[config.mk]
export PLATFORM = sky130hd
export DESIGN_NAME = iprs_ctrl
export DESIGN_NICKNAME = d
export VERILOG_FILES = /design/src/rtl/iprs_pkg.sv /design/src/rtl/iprs_ctrl.sv
export SDC_FILE = /design/constraint.sdc
export NUM_CORES = 1
export LEC_CHECK = 0
export BUFFER_PORTS_ARGS = -buffer_cell sky130_fd_sc_hd__buf_2
export CAP_MARGIN = 20
export CORE_AREA = 2 2 39 41
export DETAILED_ROUTE_END_ITERATION = 12
export DIE_AREA = 0 0 41 43
export PLACE_DENSITY = 0.55
export SYNTH_ARGS = -nofsm -noshare
export SYNTH_HDL_FRONTEND = slang
export SYNTH_SLANG_ARGS = --single-unit
export TNS_END_PERCENT = 1
[constraint.sdc]
create_clock -name clk -period 2.65 [get_ports clk]
set_input_delay 0.1325 -clock clk [delete_from_list [all_inputs] [get_ports clk]]
set_output_delay 0.1325 -clock clk [all_outputs]
set_load 0.01 [all_outputs]
[src/rtl/iprs_pkg.sv]
// Shared types, constants and helpers for the image packet reassembler.
// No dependencies; used by iprs_ctrl, iprs_dpath and the top level.
package iprs_pkg;

    // Sizes
    localparam int IMAGE_SIZE_BYTES = 3813;
    localparam int STAGE_DEPTH      = 256;
    localparam int POS_MAX          = 511;
    localparam int RECV_MAX         = 131071;

    localparam int IMG_AW = (IMAGE_SIZE_BYTES > 1) ? $clog2(IMAGE_SIZE_BYTES) : 1;
    localparam int STG_AW = (STAGE_DEPTH > 1) ? $clog2(STAGE_DEPTH) : 1;
    // walk counter covers both the store clear and the payload copy
    localparam int WK_W   = ($clog2(IMAGE_SIZE_BYTES + 1) > 10) ?
                            $clog2(IMAGE_SIZE_BYTES + 1) : 10;

    // Stream widths
    localparam int S_TDATA_W = 24;
    localparam int S_TUSER_W = 2;
    localparam int M_TDATA_W = 56;
    localparam int M_TUSER_W = 4;

    typedef logic [IMG_AW-1:0] img_addr_t;
    typedef logic [STG_AW-1:0] stg_addr_t;
    typedef logic [WK_W-1:0]   walk_t;
    typedef logic [8:0]        pos_t;
    typedef logic [16:0]       rcv_t;
    typedef logic [15:0]       word16_t;
    typedef logic [3:0]        status_t;

    // Input operation select
    localparam logic OPER_PACKET = 1'b0;
    localparam logic OPER_READ   = 1'b1;

    // Packet opcodes
    localparam logic [7:0] OP_TIME_LIMIT = 8'h80;
    localparam logic [7:0] OP_START      = 8'h80;
    localparam logic [7:0] OP_DATA       = 8'h81;
    localparam logic [7:0] OP_END        = 8'h82;

    // Result status codes
    localparam status_t ST_TIME        = 4'd0;
    localparam status_t ST_START       = 4'd1;
    localparam status_t ST_START_SHORT = 4'd2;
    localparam status_t ST_STORED      = 4'd3;
    localparam status_t ST_DATA_SHORT  = 4'd4;
    localparam status_t ST_OVERFLOW    = 4'd5;
    localparam status_t ST_END_OK      = 4'd6;
    localparam status_t ST_MISMATCH    = 4'd7;
    localparam status_t ST_UNKNOWN     = 4'd8;
    localparam status_t ST_READ        = 4'd9;

    // Controller -> datapath commands
    typedef struct packed {
        logic accept;       // input word taken this cycle
        logic read_done;    // store read data valid, build read result
        logic out_load;     // move pending result into output register
        logic walk_init;    // zero the walk counter
        logic clear_step;   // write one zero into the store
        logic copy_step;    // move one staged byte
    } dp_cmd_t;

    // Datapath -> controller status
    typedef struct packed {
        logic pend_clear;
        logic pend_copy;
        logic clear_last;
        logic copy_last;
    } dp_stat_t;

    // hours (bits 6..2) * 100 + quarters (bits 1..0) * 25
    function automatic logic [11:0] time_decode(input logic [7:0] op);
        logic [11:0] hrs;
        logic [11:0] qtr;
        hrs = 12'(op[6:2] & 5'h1F);
        qtr = 12'(op[1:0] & 2'h3);
        return hrs * 12'd100 + qtr * 12'd25;
    endfunction

endpackage

[src/rtl/iprs_ctrl.sv]
// Control FSM of the image packet reassembler: handshakes, store clear
// and payload copy sequencing. Depends on iprs_pkg.
module iprs_ctrl
(
    input  logic               clk,
    input  logic               rst_n,
    input  logic               s_tvalid,
    input  logic               s_oper,
    input  logic               s_last,
    output logic               s_tready,
    output logic               m_tvalid,
    input  logic               m_tready,
    input  iprs_pkg::dp_stat_t stat,
    output iprs_pkg::dp_cmd_t  cmd
);

    localparam logic [2:0] S_CLEAR = 3'd0;
    localparam logic [2:0] S_IDLE  = 3'd1;
    localparam logic [2:0] S_READ  = 3'd2;
    localparam logic [2:0] S_EMIT  = 3'd3;
    localparam logic [2:0] S_COPY  = 3'd4;
    localparam logic [2:0] S_DRAIN = 3'd5;

    logic [2:0] state_reg;
    logic [2:0] state_next;
    logic       out_valid_reg;
    logic       out_valid_next;
    logic       accept;

    assign s_tready = (state_reg == S_IDLE);
    assign m_tvalid = out_valid_reg;
    assign accept   = s_tvalid && s_tready;

    always_comb
    begin
        cmd        = '0;
        state_next = state_reg;
        unique case (state_reg)
            S_CLEAR:
            begin
                cmd.clear_step = 1'b1;
                if (stat.clear_last)
                begin
                    state_next = S_IDLE;
                end
            end
            S_IDLE:
            begin
                cmd.accept = accept;
                if (accept)
                begin
                    if (s_oper == iprs_pkg::OPER_READ)
                    begin
                        state_next = S_READ;
                    end
                    else if (s_last)
                    begin
                        state_next = S_EMIT;
                    end
                end
            end
            S_READ:
            begin
                cmd.read_done = 1'b1;
                state_next    = S_EMIT;
            end
            S_EMIT:
            begin
                if (!out_valid_reg || m_tready)
                begin
                    cmd.out_load  = 1'b1;
                    cmd.walk_init = 1'b1;
                    if (stat.pend_clear)
                    begin
                        state_next = S_CLEAR;
                    end
                    else if (stat.pend_copy)
                    begin
                        state_next = S_COPY;
                    end
                    else
                    begin
                        state_next = S_IDLE;
                    end
                end
            end
            S_COPY:
            begin
                cmd.copy_step = 1'b1;
                if (stat.copy_last)
                begin
                    state_next = S_DRAIN;
                end
            end
            S_DRAIN:
            begin
                // last copy write lands here
                state_next = S_IDLE;
            end
            default:
            begin
                state_next = S_IDLE;
            end
        endcase
    end

    always_comb
    begin
        if (cmd.out_load)
        begin
            out_valid_next = 1'b1;
        end
        else if (m_tready)
        begin
            out_valid_next = 1'b0;
        end
        else
        begin
            out_valid_next = out_valid_reg;
        end
    end

    always_ff @(posedge clk or negedge rst_n)
    begin
        if (!rst_n)
        begin
            state_reg     <= S_CLEAR;
            out_valid_reg <= 1'b0;
        end
        else
        begin
            state_reg     <= state_next;
            out_valid_reg <= out_valid_next;
        end
    end

    // a waiting result is never overwritten
    a_no_overwrite: assert property (@(posedge clk) disable iff (!rst_n)
        cmd.out_load |-> (!out_valid_reg || m_tready))
        else $error("result loaded over an untaken word");

    // clear walk runs to its last entry
    a_clear_holds: assert property (@(posedge clk) disable iff (!rst_n)
        (state_reg == S_CLEAR && !stat.clear_last) |=> (state_reg == S_CLEAR))
        else $error("store clear left early");

    // a taken store read passes through S_READ before it reaches S_EMIT
    a_read_path: assert property (@(posedge clk) disable iff (!rst_n)
        (cmd.accept && s_oper == iprs_pkg::OPER_READ) |=> ##1 (state_reg == S_EMIT))
        else $error("read result not staged in time");

endmodule

### Word-level counts from Yosys, hierarchy flattened

Cells that the tools add are included.

* bits in latches: 0
* bits in read-only memories: 0
* memories kept: 0
* register bits after elaboration: 4
* bits in writable memories: 0

* order comparisons: 0
* bitwise gates (word level): 0
* divide/modulo/power cells: 0
* add/sub/neg operators: 0
* shift operators: 0
* multiply operators: 0
* muxes and demuxes: 17
* reduce and logical (&&, ||, !) cells: 6
* equal/unequal tests: 9

Operators with widths (number)
* 3-bit 2-to-1 mux: 8
* 3-bit one-hot mux with 5 select lines: 1
* 3-bit by 2-bit equality test with 1-bit output (second input constant): 2
* 1-bit 2-to-1 mux: 6
* 2-bit inequality test (second input constant): 3
* 5-bit AND reduction: 1
* 2-bit 2-to-1 mux: 2
* 3-bit by 1-bit equality test with 1-bit output (second input constant): 1
* 3-bit equality test (second input constant): 1
* 3-bit zero test: 1
* 3-bit inequality test (second input constant): 1
* 2-bit by 1-bit inequality test with 1-bit output (second input constant): 1
* 2-bit nonzero test: 1
* 1-bit logical AND: 1
* 1-bit zero test: 1
* 1-bit logical OR: 1

### Logic depth before layout (Yosys ltp)

* word-level depth: 5
* mapped depth: 4
* gate-level depth less buffers: 3

### Worst setup path before layout

No wires, ideal clock.

* kind: flip-flop to flip-flop
* start point: register state_reg[0]
* end point: register state_reg[0]
* arrival: 0.935 ns
* slack: 1.569 ns
* required time: 2.505 ns
* setup time: 0.145 ns
* period minus slack after synthesis: 1.081 ns
* buffers on the path: 0
* cell stages (with the launch flop): 4
* cell sequence: dfrtp_1 inv_2 nor4b_4 a221oi_1

* word-level cells in the longest chain between the ends: 4

Ends and longest elaborated chain
* start: declaration: line iprs_ctrl.sv:24 `logic [2:0] state_reg;`
* start signal: assignment: line iprs_ctrl.sv:132 `state_reg <= state_next;`
* 3-bit by 1-bit equality test with 1-bit output: line iprs_ctrl.sv:30, iprs_ctrl.sv:38
* 1-bit logical AND: line iprs_ctrl.sv:32 `assign accept = s_tvalid && s_tready;`
* 2-bit by 1-bit inequality test with 1-bit output (no source line)
* 5-bit AND reduction (no source line)

Parallel ways exist; a longest one is shown, timed or not.
A chain may end at the register's enable or synchronous reset.

==> results.py <==
metrics = {
    "run_status": {
        "status": "completed",
    },
    "logic_synthesis": {
        "synthCells": 27,
        "yosysSeqAreaShare_pct": 38.1,
        "yosysWarnings": 0,
        "ys_ff_latch": 4,
        "postSynthAreaPerCell_um2": 9.73,
        "synth_cell_types": 18,
        "synth_area_um2": 263,
        "syn-num-nets": 37,
    },
    "clock_network": {
        "cts_tree": "yes",
        "cts_setup_buffers": 0,
        "root_buffer": "clkbuf_4",
        "holdBufCountCts": 1,
        "h-tree-depth": 1,
        "clock_path_buffers": 2,
        "worstSkewPairLatency_ns": 0.23,
        "clk_pin_slew_ns": 0.03,
        "cts_resized": 0,
        "cts_buffers": 3,
        "cts_sinks": 4,
    },
    "floorplanning": {
        "die_x_um": 41,
        "start_util_pct": 19.0,
        "fp.dieArea_um2": 1760,
        "ioPinCount": 18,
        "die_h_um": 43,
        "core_area_um2": 1380,
        "fp-row-count": 14,
    },
    "cells_and_area": {
        "finalNetCount": 57,
        "syn_to_final_growth_pct": 43.8,
        "layout_common_cells": "17 x buf_2, 4 x dfrtp_1, 3 x nor3_1, 3 x clkbuf_4",
        "stdcell_area_um2": 378,
        "largest_reg_flops": 3,
        "drive_above_1_share_pct": 55.6,
        "diodes": 0,
        "layout_commonest_cell": "buf_2",
    },
    "sta": {
        "relSlewSlack_pct": 72.0,
        "finalSetupViolations": 0,
        "clock-skew-final_ns": 0.00574,
        "fin_crit_sh_pct": 53.1,
        "min_period_ns": 1.41,
        "hold_violations": 0,
        "slew_viol_final": 0,
        "tns_ns": 0,
        "holdWs_ns": 0.139,
        "final.setup.worst_slack_ns": 1.24,
        "rsz0062_at_grt": "no",
        "tightest_slew_ns": 0.410,
        "max_freq_ghz": 0.711,
    },
    "power_and_ir_drop": {
        "intPower_mw": 0.214,
        "p_sw_share_pct": 40.9,
        "ir_drop_mv": 0.349,
        "p_sw_mw": 0.148,
        "p_per_area_nw_per_um2": 957,
        "power_frac_seq_pct": 33.2,
        "leakagePower_nw": 0.199,
        "comb_power_share_pct": 46.1,
        "clkPwrFrac_pct": 20.7,
    },
    "detailed_routing": {
        "via_count": 263,
        "routed.top_layer": "met3",
        "ant_nets": 0,
        "drt_iter0_drc": 3,
        "dr.pass1.iters": 2,
        "wl_met3_um": 56,
        "wirelength_um": 634,
        "via_per_inst": 4.31,
        "wl_met1_um": 295,
        "drc_errors": 0,
        "dr_wl_met2_um": 282,
        "wire_per_inst_um": 10.4,
    },
    "global_routing": {
        "grt_first_pass_wirelength_um": 1020,
        "grt.total_usage_pct": 9.08,
        "grt-ovfl-total": 0,
        "antenna_found_initial": 0,
        "grt_pass1_vias": 246,
        "grt_max_degree": 10,
    },
    "setup_path": {
        "r2r-start": "state_reg[2]",
        "crit_buf_inv": 1,
        "r2r-end": "state_reg[0]",
        "cpPeakStageDelay_ns": 0.47,
        "critPathSlowestCell": "dfrtp_1",
        "crit_arrival_ns": 1.27,
        "cp_max_fo": 9,
        "rrSetupSlack_ns": 1.39,
        "cp_cell_sequence": "nand3b_1 > nor2_2 > buf_2",
        "cp.required_ns": 2.52,
        "worst_setup_path_end_kind": "primary output",
        "critPathKind": "reg2out",
        "cp-start-kind": "register",
        "cpLargestDelayFamily": "flip-flops",
        "worst-r2r-cell-count": 3,
    },
    "place": {
        "dp_hpwl_um": 510,
        "place_area_um2": 345,
        "dp_slack_ns": 1.35,
        "port_buffers": 17,
        "gp_congestion": 0.731,
    },
    "hold_path": {
        "hold_end": "state_reg[0]",
        "hp-class": "in2reg",
        "min_path_cells": 2,
        "min-delay-start": "s_oper",
    },
    "flow_run": {
        "drv_cap": 0,
    },
}
## area by class of cell
cell class | count | area (um^2)
multi-input combinational | 17 | 129
fill | 143 | 1010
sequential | 4 | 100
inverter | 3 | 11.3
tap | 16 | 20.0
clock buffer | 3 | 22.5
timing repair buffer | 18 | 95.1
## stage by stage
step | cells | utilization, % | power, mW
floorplan | 27 | - | 0.239
global placement | 57 | 25.0 | 0.288
detailed placement | 57 | 25.0 | 0.289
CTS | 61 | 27.3 | 0.367
global route | 61 | 27.3 | 0.395
finish | 61 | 27.3 | 0.361
## power by group through the flow
| stage | clock network [mW] | registers (mW) | logic (mW) |
|---|---|---|---|
| final | 0.0747 | 0.120 | 0.167 |
| after global routing | 0.0849 | 0.125 | 0.185 |
| after CTS | 0.0770 | 0.120 | 0.170 |
| after detailed placement | 0 | 0.121 | 0.168 |
| after global placement | 0 | 0.121 | 0.167 |
| after floorplan | 0 | 0.112 | 0.127 |
## worst reg2reg max path, delay by kind of cell (launching register included)
| family | cells | cell delay [ns] |
|---|---|---|
| AO/OA/AOI/OAI | 2 | 0.53 |
| flip-flops | 1 | 0.50 |
| AND/OR/NAND/NOR | 1 | 0.08 |
## metal layers
| layer | global-route usage, % | vias up |
|---|---|---|
| met3 | 6.28 | 0 |
| met2 | 11.3 | 12 |
| met5 | 0 | - |
| met1 | 11.8 | 118 |
| met4 | 4.00 | 0 |
| li1 | - | 133 |
## how the worst max path moves through the flow
stage	depth (start not counted)	slack [ns]	start	endpoint
detailed placement	3	1.35	state_reg[2]	state_reg[0]
finish	3	1.24	state_reg[2]	cmd[3]
floorplan	4	1.57	state_reg[2]	cmd[2]
global route	3	1.16	state_reg[2]	cmd[3]
global placement	3	1.42	state_reg[2]	state_reg[0]
CTS	3	1.25	state_reg[2]	cmd[3]
## Yosys cell counts, drive strengths merged
library cell  n  area (um^2)
nor2          1         6.26
nor2b         2         12.5
nand2b        1         6.26
o21ai         1         5.00
nor4b         1         23.8
a21oi         1         5.00
dfrtp         4          100
nor3          3         15.0
nand3b        1         7.51
inv           3         11.3
and3          1         6.26
o2111ai       1         8.76
or2           1         6.26
a31o          1         8.76
buf           3         22.5
a221oi        1         8.76
a2111oi       1         8.76
## cells by family after synthesis
kind of cell	after synthesis	share of synthesized area (%)
AOI/OAI and AO/OA	6	17.1
DFF	4	38.1
and+or+nand+nor	11	31.9
buffers and inverters	6	12.9
Power figures use the tool's default switching activity.
